File: src/gemv_pkg.sv
package gemv_pkg;

  localparam int FIELD_LANES = 8;
  localparam int ACT_W       = 8;
  localparam int WGT_W       = 4;
  localparam int SCALE_W     = 16;
  localparam int PART_W      = 18;
  localparam int ACC_W       = 48;
  localparam int ROWS_W      = 16;
  localparam int CFG_INDEX_W = 1;

  localparam logic [CFG_INDEX_W-1:0] REG_ACTIVATION_SCALE = 1'd0;
  localparam logic [CFG_INDEX_W-1:0] REG_ROWS_IN_PASS     = 1'd1;

  typedef struct packed {
    logic                             row_last;
    logic [SCALE_W-1:0]               group_scale;
    logic [FIELD_LANES*WGT_W-1:0]     weight_nibbles;
    logic [FIELD_LANES*ACT_W-1:0]     activation_lanes;
  } gemv_in_t;

  typedef struct packed {
    logic signed [ACC_W-1:0] channel_value;
    logic                    saturated;
    logic                    pass_last;
  } gemv_out_t;

  typedef struct packed {
    logic load;   // take the input request, update group partial
    logic gmul;   // partial times group scale
    logic gacc;   // add group product into row accumulator
    logic mlo;    // low half of accumulator times activation scale
    logic mhi;    // high half of accumulator times activation scale
    logic fin;    // combine, shift, clip, write output register
  } gemv_cmd_t;

  typedef struct packed {
    logic close;     // current request closes its group
    logic last;      // request being finished closes the row
    logic out_free;  // output register can take a new result
  } gemv_status_t;

endpackage

File: src/gemv_ctrl.sv
module gemv_ctrl
  import gemv_pkg::*;
(
  input  logic         clk,
  input  logic         rst,
  input  logic         in_valid,
  output logic         in_stall,
  input  gemv_status_t status,
  output gemv_cmd_t    cmd
);

  localparam logic [2:0] S_IDLE = 3'd0;
  localparam logic [2:0] S_GMUL = 3'd1;
  localparam logic [2:0] S_GACC = 3'd2;
  localparam logic [2:0] S_MLO  = 3'd3;
  localparam logic [2:0] S_MHI  = 3'd4;
  localparam logic [2:0] S_FIN  = 3'd5;

  logic [2:0] state;
  logic [2:0] state_next;

  assign in_stall = rst || (state != S_IDLE);

  always_comb begin
    cmd        = '0;
    state_next = state;
    case (state)
      S_IDLE: begin
        if (in_valid) begin
          cmd.load = 1'b1;
          if (status.close) state_next = S_GMUL;
        end
      end
      S_GMUL: begin
        cmd.gmul   = 1'b1;
        state_next = S_GACC;
      end
      S_GACC: begin
        cmd.gacc   = 1'b1;
        state_next = status.last ? S_MLO : S_IDLE;
      end
      S_MLO: begin
        cmd.mlo    = 1'b1;
        state_next = S_MHI;
      end
      S_MHI: begin
        cmd.mhi    = 1'b1;
        state_next = S_FIN;
      end
      S_FIN: begin
        // hold here until the previous result has been taken
        if (status.out_free) begin
          cmd.fin    = 1'b1;
          state_next = S_IDLE;
        end
      end
      default: state_next = S_IDLE;
    endcase
  end

  always_ff @(posedge clk) begin
    if (rst) begin
      state <= S_IDLE;
    end else begin
      state <= state_next;
    end
  end

endmodule

File: src/gemv_datapath.sv
module gemv_datapath
  import gemv_pkg::*;
#(
  parameter int LANES           = 8,
  parameter int GROUP_SIZE      = 32,
  parameter int SCALE_FRAC_BITS = 16
) (
  input  logic                   clk,
  input  logic                   rst,
  input  logic                   cfg_we,
  input  logic [CFG_INDEX_W-1:0] cfg_index,
  input  logic [SCALE_W-1:0]     cfg_data,
  input  gemv_in_t               in_item,
  output gemv_out_t              out_item,
  output logic                   out_valid,
  input  logic                   out_stall,
  input  gemv_cmd_t              cmd,
  output gemv_status_t           status
);

  localparam int ITEMS_PER_GROUP = (GROUP_SIZE / LANES > 0) ? GROUP_SIZE / LANES : 1;
  localparam int CNT_W           = (ITEMS_PER_GROUP > 1) ? $clog2(ITEMS_PER_GROUP) : 1;
  localparam int USED_LANES      = (LANES < FIELD_LANES) ? LANES : FIELD_LANES;
  localparam int PROD_W          = ACT_W + WGT_W;
  localparam int DOT_W           = 16;
  localparam int GPROD_W         = PART_W + SCALE_W + 1;
  localparam int HALF_W          = ACC_W / 2;
  localparam int PLO_W           = HALF_W + SCALE_W;
  localparam int FULL_W          = ACC_W + SCALE_W;

  localparam logic signed [PART_W-1:0] PART_MAX = {1'b0, {(PART_W-1){1'b1}}};
  localparam logic signed [PART_W-1:0] PART_MIN = {1'b1, {(PART_W-1){1'b0}}};
  localparam logic signed [ACC_W-1:0]  ACC_MAX  = {1'b0, {(ACC_W-1){1'b1}}};
  localparam logic signed [ACC_W-1:0]  ACC_MIN  = {1'b1, {(ACC_W-1){1'b0}}};

  // configuration
  logic [SCALE_W-1:0] activation_scale;
  logic [ROWS_W-1:0]  rows_in_pass;

  // row state
  logic signed [PART_W-1:0]  group_partial;
  logic [CNT_W-1:0]          items_in_group;
  logic signed [ACC_W-1:0]   row_accumulator;
  logic [ROWS_W-1:0]         row_counter;
  logic                      sat_seen;
  logic [SCALE_W-1:0]        gscale;
  logic                      last;
  logic signed [GPROD_W-1:0] gprod;
  logic [PLO_W-1:0]          plo;
  logic signed [PLO_W-1:0]   phi;

  // item dot product
  logic signed [PROD_W-1:0]  lane_prod [FIELD_LANES];
  logic signed [DOT_W-1:0]   dot;
  logic signed [PART_W:0]    psum;
  logic signed [PART_W-1:0]  psum_clip;
  logic                      psum_ovf;
  logic                      close;

  always_comb begin
    for (int i = 0; i < FIELD_LANES; i++) begin
      if (i < USED_LANES) begin
        lane_prod[i] = $signed(in_item.activation_lanes[i*ACT_W +: ACT_W]) *
                       $signed(in_item.weight_nibbles[i*WGT_W +: WGT_W]);
      end else begin
        lane_prod[i] = '0;
      end
    end
  end

  always_comb begin
    dot = '0;
    for (int i = 0; i < FIELD_LANES; i++) begin
      dot = dot + DOT_W'(lane_prod[i]);
    end
  end

  assign psum      = (PART_W+1)'(group_partial) + (PART_W+1)'(dot);
  assign psum_ovf  = psum[PART_W] != psum[PART_W-1];
  assign psum_clip = psum_ovf ? (psum[PART_W] ? PART_MIN : PART_MAX) : psum[PART_W-1:0];
  assign close     = (items_in_group == CNT_W'(ITEMS_PER_GROUP - 1)) || in_item.row_last;

  // group close into accumulator
  logic signed [GPROD_W-1:0] gprod_next;
  logic signed [ACC_W:0]     acc_sum;
  logic                      acc_ovf;
  logic signed [ACC_W-1:0]   acc_clip;

  assign gprod_next = group_partial * $signed({1'b0, gscale});
  assign acc_sum    = (ACC_W+1)'(row_accumulator) + (ACC_W+1)'(gprod);
  assign acc_ovf    = acc_sum[ACC_W] != acc_sum[ACC_W-1];
  assign acc_clip   = acc_ovf ? (acc_sum[ACC_W] ? ACC_MIN : ACC_MAX) : acc_sum[ACC_W-1:0];

  // row result: accumulator split in two halves for the scale multiply
  logic signed [PLO_W:0]    phi_full;
  logic signed [FULL_W-1:0] full;
  logic signed [FULL_W-1:0] shifted;
  logic                     res_ovf;
  logic signed [ACC_W-1:0]  res_clip;
  logic [ROWS_W:0]          row_inc;
  logic                     pass_last;

  assign phi_full = $signed(row_accumulator[ACC_W-1:HALF_W]) *
                    $signed({1'b0, activation_scale});
  assign full     = $signed({phi[FULL_W-HALF_W-1:0], {HALF_W{1'b0}}}) +
                    $signed({{(FULL_W-PLO_W){1'b0}}, plo});
  assign shifted  = full >>> SCALE_FRAC_BITS;
  assign res_ovf  = !((&shifted[FULL_W-1:ACC_W-1]) || !(|shifted[FULL_W-1:ACC_W-1]));
  assign res_clip = res_ovf ? (shifted[FULL_W-1] ? ACC_MIN : ACC_MAX) : shifted[ACC_W-1:0];
  assign row_inc  = {1'b0, row_counter} + (ROWS_W+1)'(1);
  // a row count of zero acts like one
  assign pass_last = row_inc >= {1'b0, rows_in_pass};

  assign status.close    = close;
  assign status.last     = last;
  assign status.out_free = !out_valid || !out_stall;

  always_ff @(posedge clk) begin
    if (rst) begin
      activation_scale <= {SCALE_W{1'b1}};
      rows_in_pass     <= ROWS_W'(1);
    end else if (cfg_we) begin
      case (cfg_index)
        REG_ACTIVATION_SCALE: activation_scale <= cfg_data;
        REG_ROWS_IN_PASS:     rows_in_pass     <= cfg_data;
        default: ;
      endcase
    end
  end

  always_ff @(posedge clk) begin
    if (rst) begin
      group_partial   <= '0;
      items_in_group  <= '0;
      row_accumulator <= '0;
      row_counter     <= '0;
      sat_seen        <= 1'b0;
      out_valid       <= 1'b0;
    end else begin
      if (cmd.load) begin
        group_partial  <= psum_clip;
        items_in_group <= close ? '0 : items_in_group + CNT_W'(1);
        if (psum_ovf) sat_seen <= 1'b1;
      end
      if (cmd.gmul) group_partial <= '0;
      if (cmd.gacc) begin
        row_accumulator <= acc_clip;
        if (acc_ovf) sat_seen <= 1'b1;
      end
      if (cmd.fin) begin
        row_accumulator <= '0;
        sat_seen        <= 1'b0;
        row_counter     <= pass_last ? '0 : row_inc[ROWS_W-1:0];
        out_valid       <= 1'b1;
      end else if (!out_stall) begin
        out_valid <= 1'b0;
      end
    end
  end

  always_ff @(posedge clk) begin
    if (cmd.load) begin
      gscale <= in_item.group_scale;
      last   <= in_item.row_last;
    end
    if (cmd.gmul) gprod <= gprod_next;
    if (cmd.mlo)  plo   <= row_accumulator[HALF_W-1:0] * activation_scale;
    if (cmd.mhi)  phi   <= phi_full[PLO_W-1:0];
    if (cmd.fin) begin
      out_item.channel_value <= res_clip;
      out_item.saturated     <= sat_seen || res_ovf;
      out_item.pass_last     <= pass_last;
    end
  end

endmodule

File: src/grouped_int4_int8_gemv_unit.sv
// After the row's last request is loaded, states GMUL, GACC, MLO, MHI and FIN run; FIN
// writes the output register once the previous result there is no longer stalled.
// Throughput: one request per cycle inside a group; one closing a group stalls the
// input through GMUL and GACC, one closing a row also through MLO, MHI and FIN; set by
// the shared group-scale multiply and the two-pass 48x16 activation-scale multiply.
// Reset (rst, synchronous): row state cleared, activation_scale 65535, rows_in_pass 1.
module grouped_int4_int8_gemv_unit
  import gemv_pkg::*;
#(
  parameter int LANES           = 8,
  parameter int GROUP_SIZE      = 32,
  parameter int SCALE_FRAC_BITS = 16
) (
  input  logic                   clk,
  input  logic                   rst,
  input  logic                   cfg_we,
  input  logic [CFG_INDEX_W-1:0] cfg_index,
  input  logic [SCALE_W-1:0]     cfg_data,
  input  logic                   in_valid,
  output logic                   in_stall,
  input  gemv_in_t               in_item,
  output logic                   out_valid,
  input  logic                   out_stall,
  output gemv_out_t              out_item
);

  gemv_cmd_t    cmd;
  gemv_status_t status;

  gemv_ctrl u_ctrl (
    .clk      (clk),
    .rst      (rst),
    .in_valid (in_valid),
    .in_stall (in_stall),
    .status   (status),
    .cmd      (cmd)
  );

  gemv_datapath #(
    .LANES           (LANES),
    .GROUP_SIZE      (GROUP_SIZE),
    .SCALE_FRAC_BITS (SCALE_FRAC_BITS)
  ) u_datapath (
    .clk       (clk),
    .rst       (rst),
    .cfg_we    (cfg_we),
    .cfg_index (cfg_index),
    .cfg_data  (cfg_data),
    .in_item   (in_item),
    .out_item  (out_item),
    .out_valid (out_valid),
    .out_stall (out_stall),
    .cmd       (cmd),
    .status    (status)
  );

endmodule
File: config.mk
export PLATFORM = sky130hd
export DESIGN_NAME = grouped_int4_int8_gemv_unit
export DESIGN_NICKNAME = d
export VERILOG_FILES = /design/src/gemv_pkg.sv /design/src/gemv_ctrl.sv /design/src/gemv_datapath.sv /design/src/grouped_int4_int8_gemv_unit.sv
export SDC_FILE = /design/constraint.sdc
export NUM_CORES = 2
export LEC_CHECK = 0
export BUFFER_PORTS_ARGS = -buffer_cell sky130_fd_sc_hd__buf_2
export CORE_ASPECT_RATIO = 0.7
export CORE_UTILIZATION = 50
export DETAILED_ROUTE_END_ITERATION = 10
export PLACE_DENSITY_LB_ADDON = 0.1
export SYNTH_ARGS = -nofsm -noshare
export SYNTH_HDL_FRONTEND = slang
export SYNTH_HIERARCHICAL = 1
export SYNTH_SLANG_ARGS = --single-unit
File: constraint.sdc
create_clock -name clk -period 17.3 [get_ports clk]
set_input_delay 1.73 -clock clk [delete_from_list [all_inputs] [get_ports clk]]
set_output_delay 1.73 -clock clk [all_outputs]
set_load 0.03 [all_outputs]
==> flow_summary.ini <==
[run_status]
status = finished clean

[grt]
grt_pass1_wl_mm = 259
grt_usage_pct = 26.8
grt_max_degree = 54
grt_pass1_vias = 45300
gr-total-overflow = 0
antenna_found_initial = 8

[yosys]
ys_warn_count = 6
syn_nets = 8529
syn_area_per_cell_um2 = 9.31
synth_area_mm2 = 0.0616
synthCells = 6610
synth_async_sr_flop_share_pct = 0
ys_seq_elements = 287
ys_seq_area_share_pct = 12.0
synth_flop_cell = edfxtp_1
synth.distinct_cells = 82
synth_edf_count = 166

[finish]
synthToLayoutAreaGrowth_pct = 6.06
fin_util_pct = 53.6
seq_area_mm2 = 0.00742
num-fill-cells = 11400
multi_input_area_mm2 = 0.0477
final_nets = 8569
drive_above_1_share_pct = 5.21

[route]
vias = 43600
drt_pass1_iterations = 6
drt_iter0_drc = 3182
drc = 0
routedWlPerCell_um = 19.4
routed_via_density = 5.25
antenna_left = 0
routed_wl_mm = 162

[worst_setup_path]
reg2reg_from = u_datapath/group_partial[4]
reg2reg_depth = 23
start_kind = input pin
crit_path_end_kind = flop
cp_data_required_time_ns = 17.82
r2r_end = u_datapath/group_partial[11]
cpMaxStageDelayCell = o21ai_1
r2r_slack_ns = 8.83
arrival_ns = 9.76
timing_worst_setup_path_type = input pin to flop
worstPathMaxFanout = 13
max_stage_delay_ns = 0.77
crit_path_frequent_cell = fa_1

[sta]
setup-tns-final_ns = 0
rsz0062_at_grt = false
finClkSkew_ns = 0.0370
fmax_mhz = 108
finalWorstSetupSlack_ns = 8.06
finalSetupViolCount = 0
slew_viol_final = 0
relSlewSlack_pct = 24.9
fin_hold_ws_ns = 0.422
fin_crit_ns = 9.24
period_share_pct = 53.4
worstMarginPinSlew_ns = 1.13
hold_viol = 0

[clock_network]
postCtsSetupRepairBufs = 0
clk_pin_slew_worst_paths_ns = 0.06
tritoncts = yes
post_cts_resized = 0
numClockSinks = 287
clock_latency_ns = 0.62
numCtsBuffers = 36
clk_path_buf_depth = 3
cts_hold_buf = 0
cts_root_buffer = clkbuf_16
htree_levels = 2

[die]
die_h_um = 296
rows = 107
die_w_um = 421
die-area_mm2 = 0.125
num_io_pins = 187
fp.coreArea_mm2 = 0.122
start_util_pct = 50.5

[placed_design]
port_buffers = 186
post-place-ws_ns = 7.48
gp_congestion = 0.917
dp_hpwl_mm = 131

[hold_path]
hold_path.class = flop to flop
min-delay-start = u_datapath/plo[20]
whs_path_depth = 0
holdPathEnd = u_datapath/out_item[6]

[job]
cap_violations = 0
routing by layer:
metal	GRT usage (%)	up-vias	routed length, µm
met1	41.7	22100	78100
met5	0.530	-	91
li1	-	20000	-
met2	38.8	1348	67900
met4	5.00	2	2760
met3	5.38	152	12900
stage by stage:
stage / instances / area, µm²
6_report: 8315 / 65300
5_1_grt: 8314 / 65300
4_1_cts: 8313 / 65300
3_5_place_dp: 8247 / 64100
3_3_place_gp: 8247 / 64100
2_1_floorplan: 6610 / 61600
Yosys cell counts, drive strengths merged (6+ instances only):
cell | instances | area (µm²)
nor2 | 170 | 638
dfxtp | 121 | 2420
inv | 1489 | 5590
xor2 | 76 | 666
o21a | 33 | 248
maj3 | 7 | 70.1
o21bai | 21 | 161
a211o | 21 | 184
a21oi | 225 | 1130
o211ai | 18 | 135
mux2i | 6 | 60.1
and3 | 17 | 106
buf | 20 | 108
or3 | 8 | 50.1
edfxtp | 166 | 4980
nor3 | 31 | 155
nor2b | 64 | 400
fa | 1335 | 26700
a311oi | 6 | 52.6
a31oi | 16 | 100
and2 | 493 | 3080
or2 | 11 | 68.8
a21boi | 6 | 45.0
clkbuf | 227 | 852
ha | 449 | 5620
nand2b | 63 | 394
nand2 | 957 | 3590
a211oi | 16 | 125
xnor2 | 145 | 1270
o31a | 6 | 52.6
o311ai | 6 | 52.6
o31ai | 13 | 130
nand3 | 54 | 270
a21o | 56 | 420
nand4 | 21 | 131
o21ai | 172 | 872
worst max-delay path by stage:
stage,from,endpoint,slack (ns),depth (start not counted)
after global placement,in_item[64],u_datapath/group_partial[12],7.63,27
after global routing,in_item[64],u_datapath/group_partial[11],7.58,27
after detailed placement,in_item[64],u_datapath/group_partial[11],7.48,27
after CTS,in_item[64],u_datapath/group_partial[11],8.08,27
final,in_item[64],u_datapath/group_partial[11],8.06,27
after floorplan,in_item[64],u_datapath/group_partial[5],8.47,28
cells in the final DEF, fill, tap and decap left out, types with 20 or more instances in the layout:
cell type / n
o21ai_0: 165
nand3_1: 54
a21o_1: 56
nand2b_1: 63
ha_1: 449
o21bai_1: 20
clkbuf_16: 36
xnor2_1: 145
o21a_1: 33
inv_1: 1489
nand4_1: 21
fa_1: 1335
nor2_1: 167
edfxtp_1: 166
buf_4: 63
nand2_1: 956
a211o_1: 21
xor2_1: 76
dfxtp_1: 112
nor2b_1: 63
buf_2: 186
and2_1: 493
nor3_1: 31
a21oi_1: 223
kinds of logic (layout without fill, tap and decap cells):
family | count (synthesis) | after routing | share of synthesized area [%]
xor gates and xnor gates | 221 | 221 | 3.14
adders and majority gates | 1791 | 1791 | 52.6
DFF | 287 | 287 | 12.0
muxes | 7 | 7 | 0.116
AOI/OAI and AO/OA | 658 | 658 | 6.70
buffers and inverters | 1736 | 1804 | 10.6
other | 0 | 2 | 0
and+or+nand+nor | 1910 | 1910 | 14.7
state kept, by name (all words and copies together), names as in the netlist, 3 cells and up:
name / cells
u_datapath/gscale: 16
u_datapath/phi: 40
u_datapath/group_partial: 18
u_datapath/gprod: 35
u_datapath/out_item: 50
u_datapath/activation_scale: 16
u_datapath/row_counter: 16
u_datapath/plo: 24
u_datapath/rows_in_pass: 16
u_ctrl/state: 3
u_datapath/row_accumulator: 48
final cells by class:
class | count | share of cell area [%]
diodes | 2 | 0.00766
clock buffers | 43 | 1.47
clock inverters | 23 | 0.345
inverters | 1489 | 8.56
multi-input cells | 4587 | 73.0
flip-flops and latches | 287 | 11.4
well taps | 1635 | 3.13
repair buffers | 249 | 2.15
worst max-delay path, delay by kind of cell:
family	cells	cell delay (ns)
AO/OA/AOI/OAI	6	2.10
adder cells (fa/ha/maj)	9	4.21
buffers and inverters	8	0.58
AND/OR/NAND/NOR	4	1.13
Power is left out: the tool's default activity adds up to more than one toggle a clock period on the data nets, which glitch-free logic cannot reach.
